==> src/hdl/swo_acc_pkg.sv <==
// package: constants, payload types and codes shared by the occupancy accumulator
`timescale 1ns / 1ps
package swo_acc_pkg;

  localparam int MAP_CELLS_MAX   = 1048576;
  localparam int POINTS_PER_SCAN = 1024;
  localparam int LOG_SCANS       = 128;
  localparam int LOG_DEPTH       = LOG_SCANS * POINTS_PER_SCAN;
  localparam int IDX_W           = $clog2(MAP_CELLS_MAX);
  localparam int POS_W           = $clog2(POINTS_PER_SCAN);
  localparam int SLOT_W          = $clog2(LOG_SCANS);
  localparam int LEN_W           = POS_W + 1;
  localparam int LOG_AW          = SLOT_W + POS_W;

  localparam logic [7:0] HIT_STEP  = 8'd1;
  localparam logic [7:0] COUNT_MAX = 8'd255;
  localparam logic [7:0] OCCUPIED  = 8'd200;

  localparam logic [1:0] ACT_START = 2'd0;
  localparam logic [1:0] ACT_POINT = 2'd1;
  localparam logic [1:0] ACT_END   = 2'd2;
  localparam logic [1:0] ACT_QUERY = 2'd3;

  localparam logic [2:0] REG_MAP_WIDTH = 3'd0;
  localparam logic [2:0] REG_MAP_CELLS = 3'd1;
  localparam logic [2:0] REG_ORIGIN_X  = 3'd2;
  localparam logic [2:0] REG_ORIGIN_Y  = 3'd3;
  localparam logic [2:0] REG_CPM       = 3'd4;
  localparam logic [2:0] REG_WINDOW    = 3'd5;

  typedef struct packed {
    logic [1:0]         action;
    logic signed [31:0] point_x;
    logic signed [31:0] point_y;
  } in_t;

  typedef struct packed {
    logic        in_range;
    logic [19:0] cell_index;
    logic [7:0]  cell_count;
    logic [7:0]  occupancy;
    logic [10:0] expired_hits;
    logic        log_full;
    logic [6:0]  scans_held;
  } out_t;

  typedef struct packed {
    logic [1:0]       action;
    logic             in_range;
    logic [IDX_W-1:0] cell_index;
  } cls_t;

  typedef struct packed {
    logic [12:0]        map_width;
    logic [20:0]        map_cells;
    logic signed [31:0] origin_x;
    logic signed [31:0] origin_y;
    logic [15:0]        cells_per_meter;
    logic [6:0]         window_scans;
  } cfg_t;

  typedef struct packed {
    logic clearing;
    logic busy;
  } back_stat_t;

endpackage

==> src/hdl/swo_queue.sv <==
// two-entry queue of classified items between front and back
`timescale 1ns / 1ps
module swo_queue import swo_acc_pkg::*; (
  input  logic clk,
  input  logic rst,
  input  logic push,
  input  cls_t wdata,
  output logic full,
  input  logic pop,
  output cls_t rdata,
  output logic empty
);

  cls_t       slots [2];
  logic       wptr;
  logic       rptr;
  logic [1:0] fill;

  assign full  = (fill == 2'd2);
  assign empty = (fill == 2'd0);
  assign rdata = slots[rptr];

  always_ff @(posedge clk) begin
    if (rst) begin
      wptr <= 1'b0;
      rptr <= 1'b0;
      fill <= 2'd0;
    end else begin
      if (push) wptr <= ~wptr;
      if (pop) rptr <= ~rptr;
      fill <= fill + 2'(push) - 2'(pop);
    end
  end

  always_ff @(posedge clk) begin
    if (push) begin
      slots[wptr] <= wdata;
    end
  end

endmodule

==> config.mk <==
export PLATFORM = sky130hd
export DESIGN_NAME = swo_queue
export DESIGN_NICKNAME = d
export VERILOG_FILES = /design/src/hdl/swo_acc_pkg.sv /design/src/hdl/swo_queue.sv
export SDC_FILE = /design/constraint.sdc
export NUM_CORES = 1
export LEC_CHECK = 0
export ABC_AREA = 1
export BUFFER_PORTS_ARGS = -buffer_cell sky130_fd_sc_hd__buf_2
export CAP_MARGIN = 20
export CORE_UTILIZATION = 46
export CTS_CLUSTER_SIZE = 8
export DETAILED_ROUTE_END_ITERATION = 8
export PLACE_DENSITY = 0.8
export SETUP_SLACK_MARGIN = 0.05
export SKIP_LAST_GASP = 1
export SLEW_MARGIN = 20
export SYNTH_ARGS = -nofsm -noshare
export SYNTH_HDL_FRONTEND = slang
export SYNTH_SLANG_ARGS = --single-unit
==> constraint.sdc <==
create_clock -name clk -period 1.6 [get_ports clk]
set_input_delay 0.32 -clock clk [delete_from_list [all_inputs] [get_ports clk]]
set_output_delay 0.32 -clock clk [all_outputs]
set_load 0.01 [all_outputs]
==> summary.md <==
| Metric | Value |
|---|---|
| Outcome | finished, violations left |
| Failing checks | negative setup slack |
| Routed wire length | ~3200 µm |
| Initial antenna violation count | 0 |
| Placed cells | just over 200 |
| Clock Sinks | 51 |
| Final routed wire length divided by cell count | roughly 15 µm |
| Clock transition at the registers of the reported paths | roughly 0.090 ns |
| Number of top-level pins | 52 |
| Hold-fix buffers, CTS | 0 |
| Die area | around 4400 µm² |
| Buffer cell driving the clock tree root | sky130_fd_sc_hd__clkbuf_8 |
| Worst Setup End Kind | output pin |
| Arrival time worst endpoint | approximately 1.3 ns |
| Bufs on Longest Clock Path | 2 |
| Count of mapped cells out of synthesis | about 100 |
| Clock period minus final worst setup slack | around 1.6 ns |
| Diode count | 0 |
| Final setup vio count | 23 |
| # port buffers | 51 |
| Drt initial violations | between 70 and 80 |
| Total global routing overflow | 0 |
| Mean Syn Cell Area | between 15 and 20 µm² |
| Leakage power total | approximately 0.94 nW |
| Power density over cell area | between 1000 and 1500 nW/µm² |
| Data required time at the worst endpoint | between 1 and 1.5 ns |
| Reg2Reg Setup Slack | between 0.2 and 0.3 ns |
| Number of max-capacitance violations reported | 0 |
| Post-DR vias/cell | between 4 and 5 |
| Final hold viol count | 0 |
| Main flop type after synthesis | sky130_fd_sc_hd__edfxtp_1 |
| Number of clock buffers inserted by TritonCTS | 5 |
| Kind of start point of the critical path | flop |
| Clock latency of the later-clocked register in the worst-skew pair | roughly 0.3 ns |
| Maximum number of pins on one net before global-route repair | 24 |
| Setup repair after global routing missed its margin | true |
| Slew at the pin closest to its max-slew limit | 0.1845 ns |
| Yosys warning total | 0 |
| Share of final-layout standard cells stronger than drive strength 1 | a little over half |
| Critical path fanouts, max | 12 |
| Number of detailed-routing iterations run before antenna repair | 4 |
| Core Box Area | around 3800 µm² |
| Fill cells | approximately 270 |
| Post-synthesis sequential element count | just over 50 |
| Count of flip-flops with a built-in enable after synthesis | 46 |
| Most area-hungry cell type in the Yosys netlist | sky130_fd_sc_hd__edfxtp_1 |
| Worst-case clock skew | slightly below 0.007 ns |
| H-Tree Depth | 2 |
| Setup Crit Path Kind | reg -> out |
| Final hold slack | 0.2035 ns |
| Cell Count, Final, Fillers Out | roughly 210 |
| GRT Resource Usage Total | 15.96% |
| VDD IR-drop max | between 0.7 and 0.8 mV |
| Synthesized Nets | about 130 |
| Highest Clock Rate | about 610 MHz |
| Count of distinct cell types in the synthesized netlist | 12 |
| Fraction of the core area covered by cells at the end of the flow | 62.68% |
| Height of the die | roughly 66 µm |
| TritonCTS clock tree | built |
| Post-detail-place hpwl | between 2000 and 2500 µm |
| Class of the most critical hold timing path | in -> reg |
| Horizontal die dimension | around 66 µm |
| Share of the clock period used by the worst path after layout | 102.1% |
| Cell area after layout | approximately 2400 µm² |
| Final net count | approximately 190 |
| Netlist Area Pre-Place | ~1900 µm² |
| Antenna-violating nets left | 0 |
| Post-DP Area | around 2200 µm² |
| Async SR Flop Fraction | 0% |
| Sequential element share of the synthesized area | between 70% and 80% |
| Minimum setup slack in the final design | -0.03298 ns |
| Std cell rows | 22 |
| Cell with the most instances after synthesis | sky130_fd_sc_hd__edfxtp_1 |
| Final Slew Violations | 0 |
| Slew HR | ~90% |
| Area share of the largest cell type after synthesis | between 70% and 80% |
| Weighted congestion at the end of routability-driven global placement | about 0.7 |
| Via count | about 1000 |
| Vias in the first global route | between 1000 and 1500 |
| Top post-synthesis cells by count | sky130_fd_sc_hd__edfxtp_1, sky130_fd_sc_hd__mux2_2, sky130_fd_sc_hd__inv_1, sky130_fd_sc_hd__nor2_1, sky130_fd_sc_hd__dfxtp_1 |
| Detailed-route DRC error count | 0 |
| Layout area overhead | 26.19% |
| Wire length of the first global-routing pass | approximately 4800 µm |
| Initial core utilization | between 40% and 50% |
| Top cells by area in the synthesized netlist | sky130_fd_sc_hd__edfxtp_1, sky130_fd_sc_hd__mux2_2, sky130_fd_sc_hd__dfxtp_1 |
| Power Total | 0.002767 W |
==> final timing paths <==
| kind | endpoint | cells past startpoint | from |
|---|---|---|---|
| max | rdata[22] | 3 | flop |
| min | slots[1][6]$_DFFE_PP_ | 1 | wdata[6] |
| max reg2reg | fill[1]$_SDFF_PP0_ | 8 | fill[0]$_SDFF_PP0_ |
| min reg2reg | flop | 2 | rptr$_SDFFE_PP0P_ |
==> cell type report <==
class                      count  area [µm²]  area share, %
sequential                    51        1485          62.38
multi-input combinational     41       355.3          14.92
timing repair buffer          55       342.8          14.40
clock buffer                   5       68.82          2.890
tap                           48       60.06          2.522
clock inverter                 3       38.79          1.629
inverter                       8       30.03          1.261
==> metal layers <==
| layer | up-vias | GRT usage, % | part of all wire [%] |
|---|---|---|---|
| met3 | 7 | 4.655 | 5.0 |
| met2 | 33 | 26.79 | 52 |
| li1 | 493 | - | - |
| met1 | 486 | 18.44 | 41 |
| met4 | 0 | 8.245 | 2.0 |
| met5 | - | 0 | 0 |
==> critical path, stage by stage, from the launching register on <==
cell	delay [ns]
sky130_fd_sc_hd__dfxtp_4	0.40
sky130_fd_sc_hd__buf_12	0.15
sky130_fd_sc_hd__mux2_2	0.34
sky130_fd_sc_hd__buf_2	0.14
==> report_power, final <==
group | total (W) | internal [W] | switching [W]
Clock | 0.000841 | 0.000457 | 0.000383
Combinational | 0.000361 | 0.000185 | 0.000176
Sequential | 0.00156 | 0.00154 | 0.0000292
Total | 0.00277 | 0.00218 | 0.000589
==> layout by cell type (no fill, tap or decap) <==
cell type	n
sky130_fd_sc_hd__a21oi_1	1
sky130_fd_sc_hd__nor2_2	1
sky130_fd_sc_hd__nand3_1	1
sky130_fd_sc_hd__buf_2	51
sky130_fd_sc_hd__xnor2_1	1
sky130_fd_sc_hd__buf_12	3
sky130_fd_sc_hd__dfxtp_1	4
sky130_fd_sc_hd__mux2_2	23
sky130_fd_sc_hd__buf_16	1
sky130_fd_sc_hd__clkinv_1	1
sky130_fd_sc_hd__dfxtp_4	1
sky130_fd_sc_hd__clkbuf_8	5
sky130_fd_sc_hd__edfxtp_1	46
sky130_fd_sc_hd__ha_1	2
sky130_fd_sc_hd__nor2_1	7
sky130_fd_sc_hd__nor3_1	1
sky130_fd_sc_hd__clkinv_2	1
sky130_fd_sc_hd__bufinv_16	1
sky130_fd_sc_hd__inv_1	8
sky130_fd_sc_hd__nand2_1	4
==> state kept, by name, indices dropped and copies added, names as in the netlist, named ones only <==
signal  cells
rptr        1
wptr        1
fill        2
slots      46
==> stage by stage <==
step | worst slack, ns | TNS, ns
2_1_floorplan | 0.2506 | 0
3_3_place_gp | 0.2801 | 0
3_5_place_dp | 0.2104 | 0
4_1_cts | -0.04651 | -0.7213
5_1_grt | -0.07126 | -1.368
6_report | -0.03298 | -0.4743
==> kinds of logic (layout without fill, tap and decap cells) <==
logic type,after synthesis,after routing,synth area share [%]
flops,51,51,78.51
simple gates,14,14,2.917
mux,23,23,13.73
fa+ha+maj,2,2,1.326
xor+xnor,1,1,0.4643
compound gates,1,1,0.2650
buf+inv,10,71,2.785
==> timing repair <==
| item | 4_1_cts | 5_1_grt |
|---|---|---|
| resized for setup | 3 | 0 |
| endpoints found under the setup margin | 23 | 23 |
| setup buffers | 0 | 0 |
| cloned | 1 | 0 |
(Power assumes the default switching activity.)
