File: src/hdl/swo_acc_pkg.sv
// package: constants, payload types and codes shared by the occupancy accumulator
`timescale 1ns / 1ps
package swo_acc_pkg;

  localparam int MAP_CELLS_MAX   = 1048576;
  localparam int POINTS_PER_SCAN = 1024;
  localparam int LOG_SCANS       = 128;
  localparam int LOG_DEPTH       = LOG_SCANS * POINTS_PER_SCAN;
  localparam int IDX_W           = $clog2(MAP_CELLS_MAX);
  localparam int POS_W           = $clog2(POINTS_PER_SCAN);
  localparam int SLOT_W          = $clog2(LOG_SCANS);
  localparam int LEN_W           = POS_W + 1;
  localparam int LOG_AW          = SLOT_W + POS_W;

  localparam logic [7:0] HIT_STEP  = 8'd1;
  localparam logic [7:0] COUNT_MAX = 8'd255;
  localparam logic [7:0] OCCUPIED  = 8'd200;

  localparam logic [1:0] ACT_START = 2'd0;
  localparam logic [1:0] ACT_POINT = 2'd1;
  localparam logic [1:0] ACT_END   = 2'd2;
  localparam logic [1:0] ACT_QUERY = 2'd3;

  localparam logic [2:0] REG_MAP_WIDTH = 3'd0;
  localparam logic [2:0] REG_MAP_CELLS = 3'd1;
  localparam logic [2:0] REG_ORIGIN_X  = 3'd2;
  localparam logic [2:0] REG_ORIGIN_Y  = 3'd3;
  localparam logic [2:0] REG_CPM       = 3'd4;
  localparam logic [2:0] REG_WINDOW    = 3'd5;

  typedef struct packed {
    logic [1:0]         action;
    logic signed [31:0] point_x;
    logic signed [31:0] point_y;
  } in_t;

  typedef struct packed {
    logic        in_range;
    logic [19:0] cell_index;
    logic [7:0]  cell_count;
    logic [7:0]  occupancy;
    logic [10:0] expired_hits;
    logic        log_full;
    logic [6:0]  scans_held;
  } out_t;

  typedef struct packed {
    logic [1:0]       action;
    logic             in_range;
    logic [IDX_W-1:0] cell_index;
  } cls_t;

  typedef struct packed {
    logic [12:0]        map_width;
    logic [20:0]        map_cells;
    logic signed [31:0] origin_x;
    logic signed [31:0] origin_y;
    logic [15:0]        cells_per_meter;
    logic [6:0]         window_scans;
  } cfg_t;

  typedef struct packed {
    logic clearing;
    logic busy;
  } back_stat_t;

endpackage

File: src/hdl/swo_front.sv
// front end: takes items, maps points to linear cell indices and classifies them
`timescale 1ns / 1ps
module swo_front import swo_acc_pkg::*; (
  input  logic clk,
  input  logic rst,
  input  cfg_t cfg,
  input  logic accept,
  input  in_t  item,
  output logic ready,
  output logic q_push,
  output cls_t q_item,
  input  logic q_full
);

  localparam logic [2:0] F_IDLE = 3'd0;
  localparam logic [2:0] F_SUB  = 3'd1;
  localparam logic [2:0] F_MUL  = 3'd2;
  localparam logic [2:0] F_TRN  = 3'd3;
  localparam logic [2:0] F_LIN  = 3'd4;
  localparam logic [2:0] F_SUM  = 3'd5;
  localparam logic [2:0] F_OUT  = 3'd6;

  logic [2:0]         state;
  logic [2:0]         state_next;
  logic [1:0]         action;
  logic signed [31:0] px;
  logic signed [31:0] py;
  logic signed [32:0] dx;
  logic signed [32:0] dy;
  logic signed [49:0] prx;
  logic signed [49:0] pry;
  logic signed [33:0] cx;
  logic signed [33:0] cy;
  logic signed [47:0] lp;
  logic signed [48:0] lin;
  logic [20:0]        bound;
  logic               inr;
  logic               locating;

  assign bound    = (cfg.map_cells > 21'(MAP_CELLS_MAX)) ? 21'(MAP_CELLS_MAX) : cfg.map_cells;
  assign inr      = !lin[48] && (lin[47:0] < 48'(bound));
  assign locating = (action == ACT_POINT) || (action == ACT_QUERY);
  assign ready    = (state == F_IDLE);
  assign q_push   = (state == F_OUT) && !q_full;

  always_comb begin
    q_item.action     = action;
    q_item.in_range   = locating && inr;
    q_item.cell_index = (locating && inr) ? lin[IDX_W-1:0] : '0;
  end

  always_comb begin
    state_next = state;
    unique case (state)
      F_IDLE:  if (accept) state_next = F_SUB;
      F_SUB:   state_next = F_MUL;
      F_MUL:   state_next = F_TRN;
      F_TRN:   state_next = F_LIN;
      F_LIN:   state_next = F_SUM;
      F_SUM:   state_next = F_OUT;
      F_OUT:   if (!q_full) state_next = F_IDLE;
      default: state_next = F_IDLE;
    endcase
  end

  always_ff @(posedge clk) begin
    if (rst) begin
      state <= F_IDLE;
    end else begin
      state <= state_next;
    end
  end

  always_ff @(posedge clk) begin
    if (state == F_IDLE && accept) begin
      action <= item.action;
      px     <= item.point_x;
      py     <= item.point_y;
    end
    dx  <= $signed({px[31], px}) - $signed({cfg.origin_x[31], cfg.origin_x});
    dy  <= $signed({py[31], py}) - $signed({cfg.origin_y[31], cfg.origin_y});
    prx <= dx * $signed({1'b0, cfg.cells_per_meter});
    pry <= dy * $signed({1'b0, cfg.cells_per_meter});
    // truncate toward zero
    cx  <= 34'((prx + $signed({34'd0, {16{prx[49]}}})) >>> 16);
    cy  <= 34'((pry + $signed({34'd0, {16{pry[49]}}})) >>> 16);
    lp  <= $signed({1'b0, cfg.map_width}) * cy;
    lin <= 49'(lp) + 49'(cx);
  end

endmodule

File: config.mk
export PLATFORM = sky130hd
export DESIGN_NAME = swo_front
export DESIGN_NICKNAME = d
export VERILOG_FILES = /design/src/hdl/swo_acc_pkg.sv /design/src/hdl/swo_front.sv
export SDC_FILE = /design/constraint.sdc
export NUM_CORES = 2
export LEC_CHECK = 0
export BUFFER_PORTS_ARGS = -buffer_cell sky130_fd_sc_hd__buf_2
export CAP_MARGIN = 20
export CORE_UTILIZATION = 35
export CTS_CLUSTER_SIZE = 10
export DETAILED_ROUTE_END_ITERATION = 8
export PLACE_DENSITY = 0.53
export SYNTH_ARGS = -nofsm -noshare
export SYNTH_HDL_FRONTEND = slang
export SYNTH_SLANG_ARGS = --single-unit
File: constraint.sdc
create_clock -name clk -period 6.3 [get_ports clk]
set_input_delay 0.315 -clock clk [delete_from_list [all_inputs] [get_ports clk]]
set_output_delay 0.315 -clock clk [all_outputs]
set_load 0.005 [all_outputs]
==> results.md <==
- Mapped Area: 68800 sq um
- Placer Congestion: between 0.8 and 0.9
- Final period utilization: 102%
- Layout Cells excl Fill: 11000
- Fillcell total: 19300
- Clk_lat worst skew: around 0.66 ns
- Remaining antenna violation count: 0
- Placed insts: approximately 11000
- Initial antenna violation count: 18
- FMAX: 155 MHz
- Inserted Clock Buffers: 52
- Yosys warns: 0
- Slowest stage delay, CP: 0.53 ns
- Hold Fails Final Rpt: 0
- PnR worst setup slack: -0.134 ns
- Dominant cell type by area after synthesis: fa_1
- Fin nets: roughly 10000
- Multi-input logic area: 53500 sq um
- EDFF count, synth: 66
- Drt wl/cell: 16.0 um
- Chip Height: 446 um
- Share of cells above drive strength 1: 16.2%
- Die Span X: 446 um
- Net count after synthesis: between 9000 and 10000
- Asr flop ratio synth: 0%
- Slew HR: 40.8%
- Worst path arrival time: 6.95 ns
- # clock sinks: 400
- Count of cell types in the netlist: 88
- Starting Density: 35.3%
- Most frequent CP cell: fa_1
- TritonCTS clock tree: yes
- RSZ-0062 raised after global routing: yes
- DR vias/cell: 4.63
- Crit-path slowest cell: fa_1
- Status: complete, but fails checks
- Gr usage total: 18.3%
- Util after Layout: 42.1%
- Sequential area share after synthesis: 12.6%
- Largest net degree at the start of global routing: 67
- Worst Hold Class: input port to flip-flop
- Final min period: 6.43 ns
- #FFs+latches synth: 400
- Setup crit end kind: flip-flop
- DR iter-0 viols: approximately 2100
- Root buf cell: clkbuf_16
- Final Slew Violations: 0
- Routed wire length: about 180000 um
- # port buffers: 208
- Post-Syn Instances: 7531
- Ys flop type: dfxtp_1
- # IOs: 216
- GRT overflow: 0
- Crit path kind: flip-flop to flip-flop
- Startpoint Class: flip-flop
- Required time of the critical path: 6.82 ns
- DP Wirelength: around 150000 um
- # rows: 162
- First-pass DRT Iterations: 5
- Worst-case clock buffer depth: 3
- Reg clk slew, reported paths: ~0.060 ns
- Core area: 195000 sq um
- Max Cap Violations: 0
- Failing checks: negative setup slack
- Synth top area cells: fa_1 41%, dfxtp_1 9.7%, inv_1 9.5%
- Setup Skew: 0.0374 ns
- Die ar.: ~200000 sq um
- Crit-path cells: buf_6 > and2_1 > fa_1 > inv_1 > fa_1 > fa_1 > inv_1 > fa_1 > fa_1 > inv_1 > fa_1 > inv_1 > ha_2 > a21o_1 > a21oi_2 > o21ai_2 > a221o_1 > a31oi_4 > a311o_2 > a2111oi_4 > o41ai_4 > o21a_4 > mux2i_1 > nand3_1
- DP Worst Slack: -0.498 ns
- CP Max Fanout: 6
- Hold_ws: 0.0569 ns
- Via count: 51000
- First-pass GRT wire length: 291000 um
- Top-area cell type share of the netlist area: between 40% and 50%
- Finish-stage setup viols: 6
- Area Overhead vs Synth: 19.5%
- H-tree levels: 2
- Worst-Margin Slew: 0.888 ns
- Post-Syn Area per Cell: a little over 9 sq um
- Vias in the first global route: 55400
- Register area: ~9000 sq um
- Post-route DRC: 0
==> repair_timing <==
item,CTS,global route
buffers inserted,25,25
resized for setup,124,242
hold buffers,71,0
pin swaps,70,116
gates cloned,0,1
endpoints found under the hold margin,71,0
setup endpoints to repair,49,53
==> cell families (layout without fill, tap and decap cells) <==
group,count (synthesis),after routing,share of synthesized area [%]
other cells,0,3,0
mux,3,3,0.0436
fa+ha+maj,1919,1919,50.2
compound gates,726,726,7.12
flops,400,400,12.6
buf+inv,2039,2888,11.1
xor+xnor,310,310,3.94
simple gates,2134,2134,14.9
==> path summary, 6_finish.rpt <==
path                            startpoint      end  slack [ns]  cells after the start
worst max-delay path                 dx[9]  prx[46]       -0.13                     24
worst min-delay path               cfg[23]    dy[0]        0.06                      3
worst max register to register       dx[9]  prx[46]       -0.13                     24
worst min register to register     prx[44]   cx[28]        0.45                      1
==> area by class of cell <==
| class | instances | share of cell area [%] |
|---|---|---|
| clock buffers | 72 | 1.77 |
| diodes | 3 | 0.00913 |
| flip-flops and latches | 400 | 10.7 |
| repair buffers | 1050 | 10.2 |
| clock inverters | 14 | 0.195 |
| inverters | 1752 | 7.99 |
| well taps | 2624 | 3.99 |
| multi-input cells | 5092 | 65.1 |
==> stage by stage <==
stage                     setup TNS (ns)  cell area [sq um]
after global placement            -12.08              78300
after floorplan                 -0.00544              68900
after CTS                         -0.798              81300
final                             -0.496              82300
after detailed placement          -12.94              78300
after global routing               -2.68              82300
==> cells in the final DEF, fill, tap and decap left out, types with 29 or more instances in the layout <==
cell / instances
nand2_1: 1051
inv_1: 1725
buf_6: 30
edfxtp_1: 66
dfxtp_1: 271
buf_4: 681
dfxtp_4: 33
and2_1: 614
nand4_1: 41
o21bai_1: 29
a21oi_2: 31
a21o_1: 160
nand2b_1: 36
and3_1: 33
nand3_1: 72
ha_1: 485
clkbuf_16: 54
xnor2_1: 220
dlygate4sd3_1: 71
buf_2: 208
o21ai_0: 86
buf_12: 59
fa_1: 1385
nor2_1: 133
a21oi_1: 190
xor2_1: 82
dfxtp_2: 30
nor2b_1: 29
==> flip-flops by register name (all words and copies together) (netlist names) <==
name,cells
prx,50
pry,50
lin,49
lp,48
cx,34
cy,34
dx,33
dy,33
px,32
py,32
state,3
action,2
==> critical path, delay by kind of cell (launching register included) <==
| family | cells | cell delay [ns] |
|---|---|---|
| adders and majority gates | 7 | 3.15 |
| muxes | 1 | 0.19 |
| buffers and inverters | 5 | 0.34 |
| AOI/OAI and AO/OA | 9 | 1.98 |
| and+or+nand+nor | 2 | 0.26 |
| DFF | 1 | 0.38 |
==> cells in the mapped netlist, drive strengths merged (41+ instances only) <==
cell type / n
inv: 1751
fa: 1409
nand2: 1060
and2: 636
ha: 510
dfxtp: 334
clkbuf: 281
xnor2: 226
a21oi: 224
a21o: 161
nor2: 137
o21ai: 117
xor2: 84
nand3: 76
edfxtp: 66
nand4: 41
==> layer usage <==
layer	vias up	track usage, %	routed length, um
met4	6	4.10	3870
met3	188	2.24	7630
met2	928	30.3	82600
li1	24200	-	-
met1	25700	25.4	82300
met5	-	0	44
Power is not shown: default switching activity piles up to over one toggle a cycle in this logic, so the estimate is an artifact.
